**src/design/mi4_pkg.sv**
```systemverilog
// Shared types and constants for the 4x4 matrix inverse core.
// No dependencies; imported by the core, the multiplier and the divider.
`timescale 1ns / 1ps
`default_nettype none

package mi4_pkg;

    // Sequencer states of the core
    typedef enum logic [3:0] {
        S_LOAD,
        S_COF_RD,
        S_COF_OP,
        S_COF_MUL,
        S_COF_WR,
        S_DET_RD,
        S_DET_OP,
        S_DET_MUL,
        S_DIV_RD,
        S_DIV_OP,
        S_DIV_RUN,
        S_DIV_OUT
    } t_state;

    // Result of one Q48.16 fixed-point multiply
    typedef struct packed {
        logic               sat;
        logic signed [63:0] value;
    } t_mul_res;

    // Result of one Q16.16 quotient
    typedef struct packed {
        logic               sat;
        logic signed [31:0] value;
    } t_div_res;

    localparam logic signed [63:0] MAX64 = 64'sh7FFF_FFFF_FFFF_FFFF;
    localparam logic signed [63:0] MIN64 = 64'sh8000_0000_0000_0000;

endpackage

`default_nettype wire

```
**src/design/mi4_mul.sv**
```systemverilog
// Multi-cycle Q48.16 multiplier: 32-bit element times 64-bit value.
// Two 32x32 partial products on one shared multiplier, then round and saturate.
// Depends on mi4_pkg.
`timescale 1ns / 1ps
`default_nettype none

module mi4_mul import mi4_pkg::*; (
    input  logic               i_clk,
    input  logic               i_rst_n,
    input  logic               i_start,
    input  logic signed [31:0] i_x,
    input  logic signed [63:0] i_y,
    output logic               o_done,
    output t_mul_res           o_res
);

    logic [1:0]  r_ph;
    logic [31:0] r_xm;
    logic [63:0] r_ym;
    logic        r_neg;
    logic [63:0] r_plo;
    logic [63:0] r_phi;
    logic        r_done;
    t_mul_res    r_res;
    t_mul_res    n_res;
    logic [63:0] w_prod;
    logic [96:0] w_sum;
    logic        w_ovf;
    logic [63:0] w_mag;

    // Share one 32x32 multiplier between the low and high halves
    assign w_prod = r_xm * ((r_ph == 2'd1) ? r_ym[31:0] : r_ym[63:32]);

    // Combine halves, add rounding half-LSB, drop 16 fraction bits
    assign w_sum = {1'b0, r_phi, 32'b0} + {33'b0, r_plo} + 97'h8000;
    assign w_ovf = |w_sum[96:80];
    assign w_mag = w_sum[79:16];

    // Apply the sign and clip to the signed 64-bit range
    always_comb begin
        n_res.sat   = 1'b0;
        n_res.value = signed'(w_mag);
        if (w_ovf) begin
            n_res.sat   = 1'b1;
            n_res.value = r_neg ? MIN64 : MAX64;
        end else if (!r_neg) begin
            if (w_mag[63]) begin
                n_res.sat   = 1'b1;
                n_res.value = MAX64;
            end
        end else begin
            if (w_mag > 64'h8000_0000_0000_0000) begin
                n_res.sat   = 1'b1;
                n_res.value = MIN64;
            end else begin
                n_res.value = signed'(64'd0 - w_mag);
            end
        end
    end

    // Step through latch, low half, high half, normalize
    always_ff @(posedge i_clk) begin
        if (!i_rst_n) begin
            r_ph   <= 2'd0;
            r_done <= 1'b0;
        end else begin
            r_done <= 1'b0;
            case (r_ph)
                2'd0: begin
                    if (i_start) begin
                        r_ph <= 2'd1;
                    end
                end
                2'd1: r_ph <= 2'd2;
                2'd2: r_ph <= 2'd3;
                default: begin
                    r_ph   <= 2'd0;
                    r_done <= 1'b1;
                end
            endcase
        end
    end

    // Hold operands and partial products
    always_ff @(posedge i_clk) begin
        if (r_ph == 2'd0 && i_start) begin
            r_xm  <= i_x[31] ? (32'd0 - i_x) : i_x;
            r_ym  <= i_y[63] ? (64'd0 - i_y) : i_y;
            r_neg <= i_x[31] ^ i_y[63];
        end
        if (r_ph == 2'd1) begin
            r_plo <= w_prod;
        end
        if (r_ph == 2'd2) begin
            r_phi <= w_prod;
        end
        if (r_ph == 2'd3) begin
            r_res <= n_res;
        end
    end

    assign o_done = r_done;
    assign o_res  = r_res;

endmodule

`default_nettype wire

```
**config.mk**
```make
export PLATFORM = sky130hd
export DESIGN_NAME = mi4_mul
export DESIGN_NICKNAME = d
export VERILOG_FILES = /design/src/design/mi4_pkg.sv /design/src/design/mi4_mul.sv
export SDC_FILE = /design/constraint.sdc
export NUM_CORES = 2
export LEC_CHECK = 0
export ABC_AREA = 1
export ABC_CLOCK_PERIOD_IN_PS = 9400
export CAP_MARGIN = 10
export CORE_ASPECT_RATIO = 0.75
export CORE_MARGIN = 2
export CORE_UTILIZATION = 43
export CTS_CLUSTER_DIAMETER = 40
export CTS_CLUSTER_SIZE = 20
export DETAILED_ROUTE_END_ITERATION = 6
export DONT_BUFFER_PORTS = 1
export PLACE_DENSITY = 0.56
export SKIP_CTS_REPAIR_TIMING = 1
export SLEW_MARGIN = 20
export SYNTH_ARGS = -nofsm -noshare
export SYNTH_HDL_FRONTEND = slang
export SYNTH_SLANG_ARGS = --single-unit
```
**constraint.sdc**
```tcl
create_clock -name i_clk -period 9.4 [get_ports i_clk]
set_input_delay 1.41 -clock i_clk [delete_from_list [all_inputs] [get_ports i_clk]]
set_output_delay 1.41 -clock i_clk [all_outputs]
set_load 0.01 [all_outputs]
```
==> reports/results.txt <==
largest net degree at the start of global routing = 66
synth warn = 0
number of flops mapped to enable cells by yosys = 275
layout cell share with drive strength beyond 1 = 6.24%
CTS max path bufs = 3
clk_lat worst skew = 680 ps
Slew headroom = 35.9%
outcome = finished, violations left
Worst Setup End Kind = flip-flop
maximum clock frequency = 111 MHz
CP startpoint kind = flip-flop
CTS H-tree lvls = 2
GRT Overall Usage = 30.5%
die footprint = 124,000 um2
fin crit share = 96.0%
Period minus WS final = 9030 ps
register bit total from synthesis = 278
final setup vio count = 0
main flop type after synthesis = edfxtp_1
nets = 7,959
Via Count = 44,300
final hold viol count = 0
Slowest-stage cell, CP = fa_1
Max-cap violations = 0
WL final = 189,000 um
worst path bufs/invs = 8
First DRT Iteration DRCs = 4,750
RSZ-0062 raised after global routing = false
initial antenna violation count = 8
Cell Area, Synth = 52,300 um2
hold depth = 2
post-synthesis sequential area ratio = 15.9%
I/O Buffers = 0
Fin Setup TNS = 0 ps
Clock transition at path regs = 50 ps
Async S/R FF share, synth = 0%
number of vias per cell = 5.32
Crit path required time = 9730 ps
CP Data Arrival Time = 9360 ps
Synth cell types = 53
CP dominant cell by count = fa_1
Antenna Nets Post-Route = 0
Hold Crit Class = reg -> reg
final max-slew violation count = 0
syn_nets = 7,951
height of the chip = 306 um
# fillers = 12,200
mean area per synthesized cell = 7.86 um2
first-pass GRT wire length = 279,000 um
critical path depth = 30
Worst Reg2Reg Path Length in Cells = 30
Worst Tran Pin Value = 960 ps
DP HPWL = 163,000 um
routed length per placed instance = 22.7 um
GRT overflow = 0
CP peak stage delay = 580 ps
CTS root buf = clkbuf_16
failing checks = design-rule violations
# IOs = 165
clk sinks = 278
Area Overhead vs Synth = 8.19%
skew final = 81.0 ps
cts bufs inserted = 46
Gate Count Post-Synth = 6,652
routability congestion estimate = 0.996
R2R Setup Slk = 370 ps
critical path class = reg -> reg
initial core utilization = 43.5%
crit-path max FO = 32
Core ar. = 120,000 um2
delay-heaviest family, CP = adder cells
vias in the first global route = 42,600
residual DRC count = 3
die width = 407 um
Initial DRT Pass Iterations = 7
floorplan row count = 110
CTS tree = done
[Yosys cell counts, drive strengths merged, types with 3 or more instances]
| master | number | area [um2] |
|---|---|---|
| dfxtp | 3 | 60.1 |
| nand2 | 1489 | 5660 |
| o2111ai | 3 | 26.3 |
| o21ai | 170 | 851 |
| a21o | 4 | 30.0 |
| nor4 | 18 | 113 |
| fa | 896 | 17900 |
| o21a | 3 | 22.5 |
| edfxtp | 275 | 8260 |
| o21bai | 4 | 30.0 |
| clkinv | 16 | 60.1 |
| a21boi | 6 | 45.0 |
| nand3b | 8 | 60.1 |
| nor3 | 60 | 300 |
| nor2 | 1035 | 4070 |
| and3 | 3 | 18.8 |
| ha | 304 | 3800 |
| or2 | 36 | 225 |
| and2 | 5 | 31.3 |
| xnor2 | 68 | 596 |
| inv | 1438 | 5400 |
| a31oi | 20 | 125 |
| nand4 | 56 | 365 |
| xor2 | 135 | 1180 |
| a21oi | 124 | 636 |
| clkbuf | 187 | 703 |
| nand3 | 257 | 1460 |
| buf | 18 | 153 |
[worst reg2reg max path: cells and delay by family, from the launching register on]
kind | cells | cell delay (ps)
AND/OR/NAND/NOR | 4 | 620
adder cells (fa/ha/maj) | 10 | 4650
XOR/XNOR | 1 | 190
AO/OA/AOI/OAI | 7 | 1540
buffers and inverters | 8 | 1360
flip-flops | 1 | 390
[cells in the final DEF, fill, tap and decap left out, types with 118 or more instances in the layout]
| master | count |
|---|---|
| edfxtp_1 | 275 |
| o21ai_0 | 118 |
| ha_1 | 301 |
| fa_1 | 896 |
| a21oi_1 | 122 |
| buf_4 | 163 |
| inv_1 | 1431 |
| xor2_1 | 135 |
| nand2_1 | 1461 |
| nor2_1 | 1000 |
| nand3_1 | 224 |
[path summary, 6_finish.rpt]
kind / start / to
max: r_ph[1] / r_phi[63]
min: r_ph[1] / r_ph[1]
max reg2reg: r_ph[1] / r_phi[63]
min reg2reg: r_ph[1] / r_ph[1]
[final cells by class]
| type | instances | area, um2 | area share (%) |
|---|---|---|---|
| Multi-Input combinational cell | 4715 | 37800 | 66.8 |
| Sequential cell | 278 | 8320 | 14.7 |
| Inverter | 1454 | 5470 | 9.66 |
| Clock buffer | 46 | 1150 | 2.03 |
| Tap cell | 1624 | 2030 | 3.59 |
| Clock inverter | 40 | 562 | 0.993 |
| Antenna cell | 12 | 30.0 | 0.0531 |
| Timing Repair Buffer | 165 | 1250 | 2.22 |
[registers in the layout (all words and copies together), names as in the netlist]
signal,cells
o_res,65
r_phi,64
r_ym,64
r_plo,49
r_xm,32
r_ph,2
o_done,1
r_neg,1
[cell families (layout without fill, tap and decap cells)]
logic type | count (synthesis) | in the layout | synth area share (%)
and+or+nand+nor | 2968 | 2968 | 23.5
buffers and inverters | 1659 | 1705 | 12.1
DFF | 278 | 278 | 15.9
AOI/OAI and AO/OA | 344 | 344 | 3.53
other | 0 | 12 | 0
xor gates and xnor gates | 203 | 203 | 3.40
adders and majority gates | 1200 | 1200 | 41.6
[per-layer routing]
metal | share of wire [%] | global-route usage (%)
met5 | 0.0069 | 0.390
met4 | 2.3 | 6.33
met3 | 12 | 8.86
met2 | 39 | 40.6
met1 | 47 | 48.2
[per-stage QoR]
step                      utilization (%)  hold WS [ps]  cell area, um2  std cells  setup slack (ps)
after floorplan                         -           509           52300       6652               329
after global placement               45.5           569           54800       8227               409
after detailed placement             45.5           609           54800       8227               235
after CTS                            47.0           616           56500       8313               213
after global routing                 47.0           638           56600       8327              67.3
final                                47.1           630           56600       8334               373
Power is left out: the tool's default activity adds up to more than one toggle a clock period on the data nets, which glitch-free logic cannot reach.
