**config.mk**
```make
export PLATFORM = sky130hd
export DESIGN_NAME = mi4_div
export DESIGN_NICKNAME = d
export VERILOG_FILES = /design/src/design/mi4_pkg.sv /design/src/design/mi4_div.sv
export SDC_FILE = /design/constraint.sdc
export NUM_CORES = 1
export LEC_CHECK = 0
export ABC_AREA = 1
export BUFFER_PORTS_ARGS = -buffer_cell sky130_fd_sc_hd__buf_2
export CAP_MARGIN = 5
export CORE_MARGIN = 2
export CORE_UTILIZATION = 55
export CTS_CLUSTER_SIZE = 28
export DETAILED_ROUTE_END_ITERATION = 10
export GPL_TIMING_DRIVEN = 0
export HOLD_SLACK_MARGIN = 0.02
export PLACE_DENSITY_LB_ADDON = 0.12
export SLEW_MARGIN = 20
export SYNTH_ARGS = -nofsm -noshare
export SYNTH_HDL_FRONTEND = slang
export SYNTH_SLANG_ARGS = --single-unit
```
**constraint.sdc**
```tcl
create_clock -name i_clk -period 8.6 [get_ports i_clk]
set_input_delay 0.43 -clock i_clk [delete_from_list [all_inputs] [get_ports i_clk]]
set_output_delay 0.43 -clock i_clk [all_outputs]
set_load 0.01 [all_outputs]
```
**src/design/mi4_pkg.sv**
```systemverilog
// Shared types and constants for the 4x4 matrix inverse core.
// No dependencies; imported by the core, the multiplier and the divider.
`timescale 1ns / 1ps
`default_nettype none

package mi4_pkg;

    // Sequencer states of the core
    typedef enum logic [3:0] {
        S_LOAD,
        S_COF_RD,
        S_COF_OP,
        S_COF_MUL,
        S_COF_WR,
        S_DET_RD,
        S_DET_OP,
        S_DET_MUL,
        S_DIV_RD,
        S_DIV_OP,
        S_DIV_RUN,
        S_DIV_OUT
    } t_state;

    // Result of one Q48.16 fixed-point multiply
    typedef struct packed {
        logic               sat;
        logic signed [63:0] value;
    } t_mul_res;

    // Result of one Q16.16 quotient
    typedef struct packed {
        logic               sat;
        logic signed [31:0] value;
    } t_div_res;

    localparam logic signed [63:0] MAX64 = 64'sh7FFF_FFFF_FFFF_FFFF;
    localparam logic signed [63:0] MIN64 = 64'sh8000_0000_0000_0000;

endpackage

`default_nettype wire

```
**src/design/mi4_div.sv**
```systemverilog
// Bit-serial divider: round(num * 2^16 / den), saturated to 32 bits.
// One quotient bit per cycle after a single overflow compare. Depends on mi4_pkg.
`timescale 1ns / 1ps
`default_nettype none

module mi4_div import mi4_pkg::*; (
    input  logic               i_clk,
    input  logic               i_rst_n,
    input  logic               i_start,
    input  logic signed [63:0] i_num,
    input  logic signed [63:0] i_den,
    output logic               o_done,
    output t_div_res           o_res
);

    logic        r_busy;
    logic        r_fin;
    logic        r_done;
    logic [4:0]  r_cnt;
    logic [63:0] r_rem;
    logic [31:0] r_nb;
    logic [31:0] r_q;
    logic [63:0] r_dd;
    logic        r_neg;
    t_div_res    r_res;
    logic [63:0] w_mn;
    logic [63:0] w_dd;
    logic        w_neg;
    logic        w_ovf;
    logic [64:0] w_rem2;
    logic        w_ge;
    logic        w_rnd;
    logic [32:0] w_qr;
    logic [32:0] w_lim;
    logic        w_sat;
    logic [32:0] w_val;
    logic [32:0] w_out;

    assign w_mn  = i_num[63] ? (64'd0 - i_num) : i_num;
    assign w_dd  = i_den[63] ? (64'd0 - i_den) : i_den;
    assign w_neg = i_num[63] ^ i_den[63];
    // Quotient reaches 2^32 when the upper part already holds the divisor
    assign w_ovf = {16'b0, w_mn[63:16]} >= w_dd;

    // One restoring step
    assign w_rem2 = {r_rem, r_nb[31]};
    assign w_ge   = w_rem2 >= {1'b0, r_dd};

    // Round to nearest, ties away, then clip
    assign w_rnd = {r_rem, 1'b0} >= {1'b0, r_dd};
    assign w_qr  = {1'b0, r_q} + {32'b0, w_rnd};
    assign w_lim = r_neg ? 33'h0_8000_0000 : 33'h0_7FFF_FFFF;
    assign w_sat = w_qr > w_lim;
    assign w_val = w_sat ? w_lim : w_qr;
    assign w_out = r_neg ? (33'd0 - w_val) : w_val;

    // Control: start, iterate, finalize
    always_ff @(posedge i_clk) begin
        if (!i_rst_n) begin
            r_busy <= 1'b0;
            r_fin  <= 1'b0;
            r_done <= 1'b0;
        end else begin
            r_done <= 1'b0;
            if (i_start) begin
                if (w_ovf) begin
                    r_done <= 1'b1;
                end else begin
                    r_busy <= 1'b1;
                end
            end else if (r_busy) begin
                if (r_cnt == 5'd0) begin
                    r_busy <= 1'b0;
                    r_fin  <= 1'b1;
                end
            end else if (r_fin) begin
                r_fin  <= 1'b0;
                r_done <= 1'b1;
            end
        end
    end

    // Datapath
    always_ff @(posedge i_clk) begin
        if (i_start) begin
            r_rem <= {16'b0, w_mn[63:16]};
            r_nb  <= {w_mn[15:0], 16'b0};
            r_dd  <= w_dd;
            r_neg <= w_neg;
            r_cnt <= 5'd31;
            if (w_ovf) begin
                r_res.sat   <= 1'b1;
                r_res.value <= w_neg ? 32'sh8000_0000 : 32'sh7FFF_FFFF;
            end
        end else if (r_busy) begin
            r_rem <= w_ge ? 64'(w_rem2 - {1'b0, r_dd}) : w_rem2[63:0];
            r_q   <= {r_q[30:0], w_ge};
            r_nb  <= {r_nb[30:0], 1'b0};
            r_cnt <= r_cnt - 5'd1;
        end else if (r_fin) begin
            r_res.sat   <= w_sat;
            r_res.value <= signed'(w_out[31:0]);
        end
    end

    assign o_done = r_done;
    assign o_res  = r_res;

endmodule

`default_nettype wire

```
==> metrics.yaml <==
final_layout:
  fin_util: 0.616
  n_fill_cell: 3562
  layout-drive-gt1-share: 0.0936
  register_area_um2: 6310
  final_cell_mix: "681 x nand2_1, 478 x inv_1, 404 x nor2_1"
  multi_input_area_um2: 12900
  final_cell_count_no_fill: 3830
  diodes: 0
  final_area_um2: 23700
  areaGrowthSynthToFinish_pct: 11.2
  nNetsFinal: 3575
  final_common_cell: "nand2_1"
clock_tree:
  cts_tree: "built"
  htree_num_levels: 1
  cts_root_buf: "clkbuf_16"
  cts_made_buffers: 25
  post_cts_hold_buffer_count: 0
  path_clk_slew_ns: 0.06
  cts_sinks: 218
  post_cts_resized: 0
  clk_latency_ns: 0.56
  post_cts_buffers: 0
  clockBufferDepth: 3
route:
  via_per_inst: 5.72
  postRouteAntennaNets: 0
  wirelength_um: 73800
  drtPass1Iterations: 6
  drc: 0
  drt_iter0_drc: 2103
  vias: 21894
  wl_per_cell_um: 19.3
critical_path:
  cp_max_fo: 10
  cp_common_cell: "nand2_1"
  cp.arrival_ns: 7.93
  startpoint: "r_rem[31]"
  rr_startpoint: "r_rem[31]"
  worstSetupEndpoint: "o_res[30]"
  cpPeakStageDelay_ns: 0.41
  rrSetupSlack_ns: 0.97
  startpoint_type: "flip-flop"
  worstReg2RegEnd: "o_res[30]"
  cpMaxStageDelayCell: "ha_1"
  worstSetupPathType: "flip-flop to flip-flop"
  cp.required_ns: 8.89
  crit_path_end_kind: "flip-flop"
  ff2ff_path_depth: 45
sta:
  rsz0062_at_grt: "no"
  hold_viol_final: 0
  setup_violations: 0
  max_freq_mhz: 131
  timing.final.crit_share: 0.888
  tightest_slew_ns: 1.03
  setup_tns_ns: 0
  clock_skew_ns: 0.0278
  drv_slew: 0
  fin_crit_ns: 7.63
  relSlewSlack: 0.312
logic_synthesis:
  synth_fa_ha_area_frac: 0.0891
  yosysSeqAreaShare: 0.296
  synth_area_um2: 21300
  avgSynthCellArea_um2: 6.87
  synth.mux.area_fraction: 0.000470
  yosysUniqueCellTypes: 64
  synth-simple-area-share: 0.304
  ys_dominant_reg_cell: "edfxtp_1"
  synth_nets: 3382
  yosysWarningCount: 0
  synth_xor_area_frac: 0.0777
  synthCells: 3100
  ys_seq_elements: 218
  synth_top_family_by_area: "simple AND/OR/NAND/NOR gates"
  synth_edf_count: 194
  synth_compound_gate_area_share: 0.133
  async_flop_share: 0
global_route:
  gr-total-overflow: 0
  track_usage: 0.360
  antenna_found_initial: 0
  grt_start_max_net_pins: 65
  grt_pass1_vias: 21314
  grt_first_pass_wirelength_um: 114000
die:
  start_util: 0.554
  core_area_um2: 38500
  die-area_um2: 40300
  io-pin-count: 165
  die_h_um: 201
  fp.dieW_um: 201
  rows: 72
power:
  cellPowerDensity_nw_per_um2: 160
  peakVddDrop_v: 0.000156
  finalPower_mw: 3.79
  p_leak_nw: 10.9
placement:
  detailed_place.area_um2: 22800
  gp_congestion: 0.999
  placed_cells: 3783
  io_buffers: 162
  dp_hpwl_um: 61400
job:
  maxCapViolCount: 0
hold_path:
  hold_path_class: "input port to flip-flop"
status:
  status: "complete, no violations"
[synthesized netlist by cell type (3+ instances only)]
| master | n | area share |
|---|---|---|
| ha_1 | 150 | 0.088 |
| inv_1 | 479 | 0.084 |
| a21boi_0 | 5 | 0.0018 |
| nand3_2 | 7 | 0.0033 |
| o211ai_1 | 25 | 0.0088 |
| buf_1 | 4 | 0.00070 |
| a21o_1 | 20 | 0.0070 |
| nor3_1 | 59 | 0.014 |
| or2_2 | 13 | 0.0038 |
| nand2_1 | 682 | 0.12 |
| nand3b_1 | 10 | 0.0035 |
| buf_6 | 3 | 0.0016 |
| o21bai_1 | 12 | 0.0042 |
| nor2_1 | 404 | 0.071 |
| clkbuf_1 | 40 | 0.0070 |
| dfxtp_1 | 24 | 0.023 |
| inv_2 | 5 | 0.00088 |
| nor3_2 | 4 | 0.0019 |
| nand3_1 | 165 | 0.039 |
| xor2_1 | 129 | 0.053 |
| a21oi_1 | 154 | 0.036 |
| nand4_1 | 56 | 0.016 |
| a31oi_1 | 15 | 0.0044 |
| xnor2_1 | 60 | 0.025 |
| nand2_4 | 7 | 0.0037 |
| nor2_4 | 6 | 0.0032 |
| o21a_1 | 11 | 0.0039 |
| o21ai_0 | 224 | 0.053 |
| and2_1 | 6 | 0.0018 |
| nand2_2 | 18 | 0.0053 |
| edfxtp_1 | 194 | 0.27 |
| buf_2 | 15 | 0.0035 |
| o31ai_1 | 7 | 0.0025 |
| and3_1 | 6 | 0.0018 |
| nor3b_1 | 3 | 0.0011 |
| nor4_1 | 25 | 0.0073 |
| nor2_2 | 11 | 0.0032 |
| o21ai_1 | 11 | 0.0026 |
[power by group]
part / switching, mW / total (mW) / internal, mW
clock: 0.442 / 1.08 / 0.635
combinational: 0.955 / 1.41 / 0.460
sequential: 0.0395 / 1.30 / 1.26
total: 1.44 / 3.79 / 2.35
[flip-flops by register name, summed over array words and instances (netlist names)]
register	flops
r_rem	64
r_busy	1
r_nb	16
o_done	1
r_q	32
o_res	33
r_cnt	5
r_neg	1
r_fin	1
r_dd	64
[critical path: cells and delay by family (launching register included)]
family,cells,cell delay (ns)
flops,1,0.40
xor+xnor,1,0.26
fa+ha+maj,5,1.50
compound gates,4,0.73
simple gates,31,4.09
buf+inv,4,0.43
[metal layers]
layer | global-route usage | vias to the layer above | share of wire
li1 | - | 10592 | -
met1 | 0.450 | 10016 | 0.41
met2 | 0.613 | 1048 | 0.46
met3 | 0.0406 | 238 | 0.072
met4 | 0.194 | 0 | 0.060
met5 | 0 | - | 0
[worst min-delay path by stage]
| stage | slack (ns) | from | cells after the start | to |
|---|---|---|---|---|
| after global placement | 0.44 | r_fin | 2 | r_fin |
| after floorplan | 0.43 | r_fin | 2 | r_fin |
| after CTS | 0.13 | i_rst_n | 3 | r_fin |
| after global routing | 0.15 | i_rst_n | 3 | r_busy |
| final | 0.13 | i_rst_n | 3 | r_fin |
| after detailed placement | 0.45 | r_fin | 2 | r_fin |
[final cells by class]
| type | count | share of cell area |
|---|---|---|
| inverters | 484 | 0.0768 |
| repair buffers | 166 | 0.0381 |
| well taps | 518 | 0.0274 |
| clock buffers | 40 | 0.0320 |
| flip-flops and latches | 218 | 0.266 |
| multi-input cells | 2333 | 0.543 |
| clock inverters | 6 | 0.00291 |
| plain buffers | 65 | 0.0132 |
[cell families (layout without fill, tap and decap cells)]
logic type,count (synthesis),after routing
AO/OA/AOI/OAI,503,503
adder cells (fa/ha/maj),151,151
flip-flops,218,218
multiplexers,1,1
buffers and inverters,549,761
AND/OR/NAND/NOR,1489,1489
XOR/XNOR,189,189
[stage by stage]
step / setup slack [ns] / hold WS (ns)
6_report: 0.966 / 0.127
5_1_grt: 0.386 / 0.148
4_1_cts: 1.05 / 0.129
3_5_place_dp: 1.11 / 0.447
3_3_place_gp: 1.17 / 0.445
2_1_floorplan: 2.77 / 0.433
(Power assumes the default switching activity.)
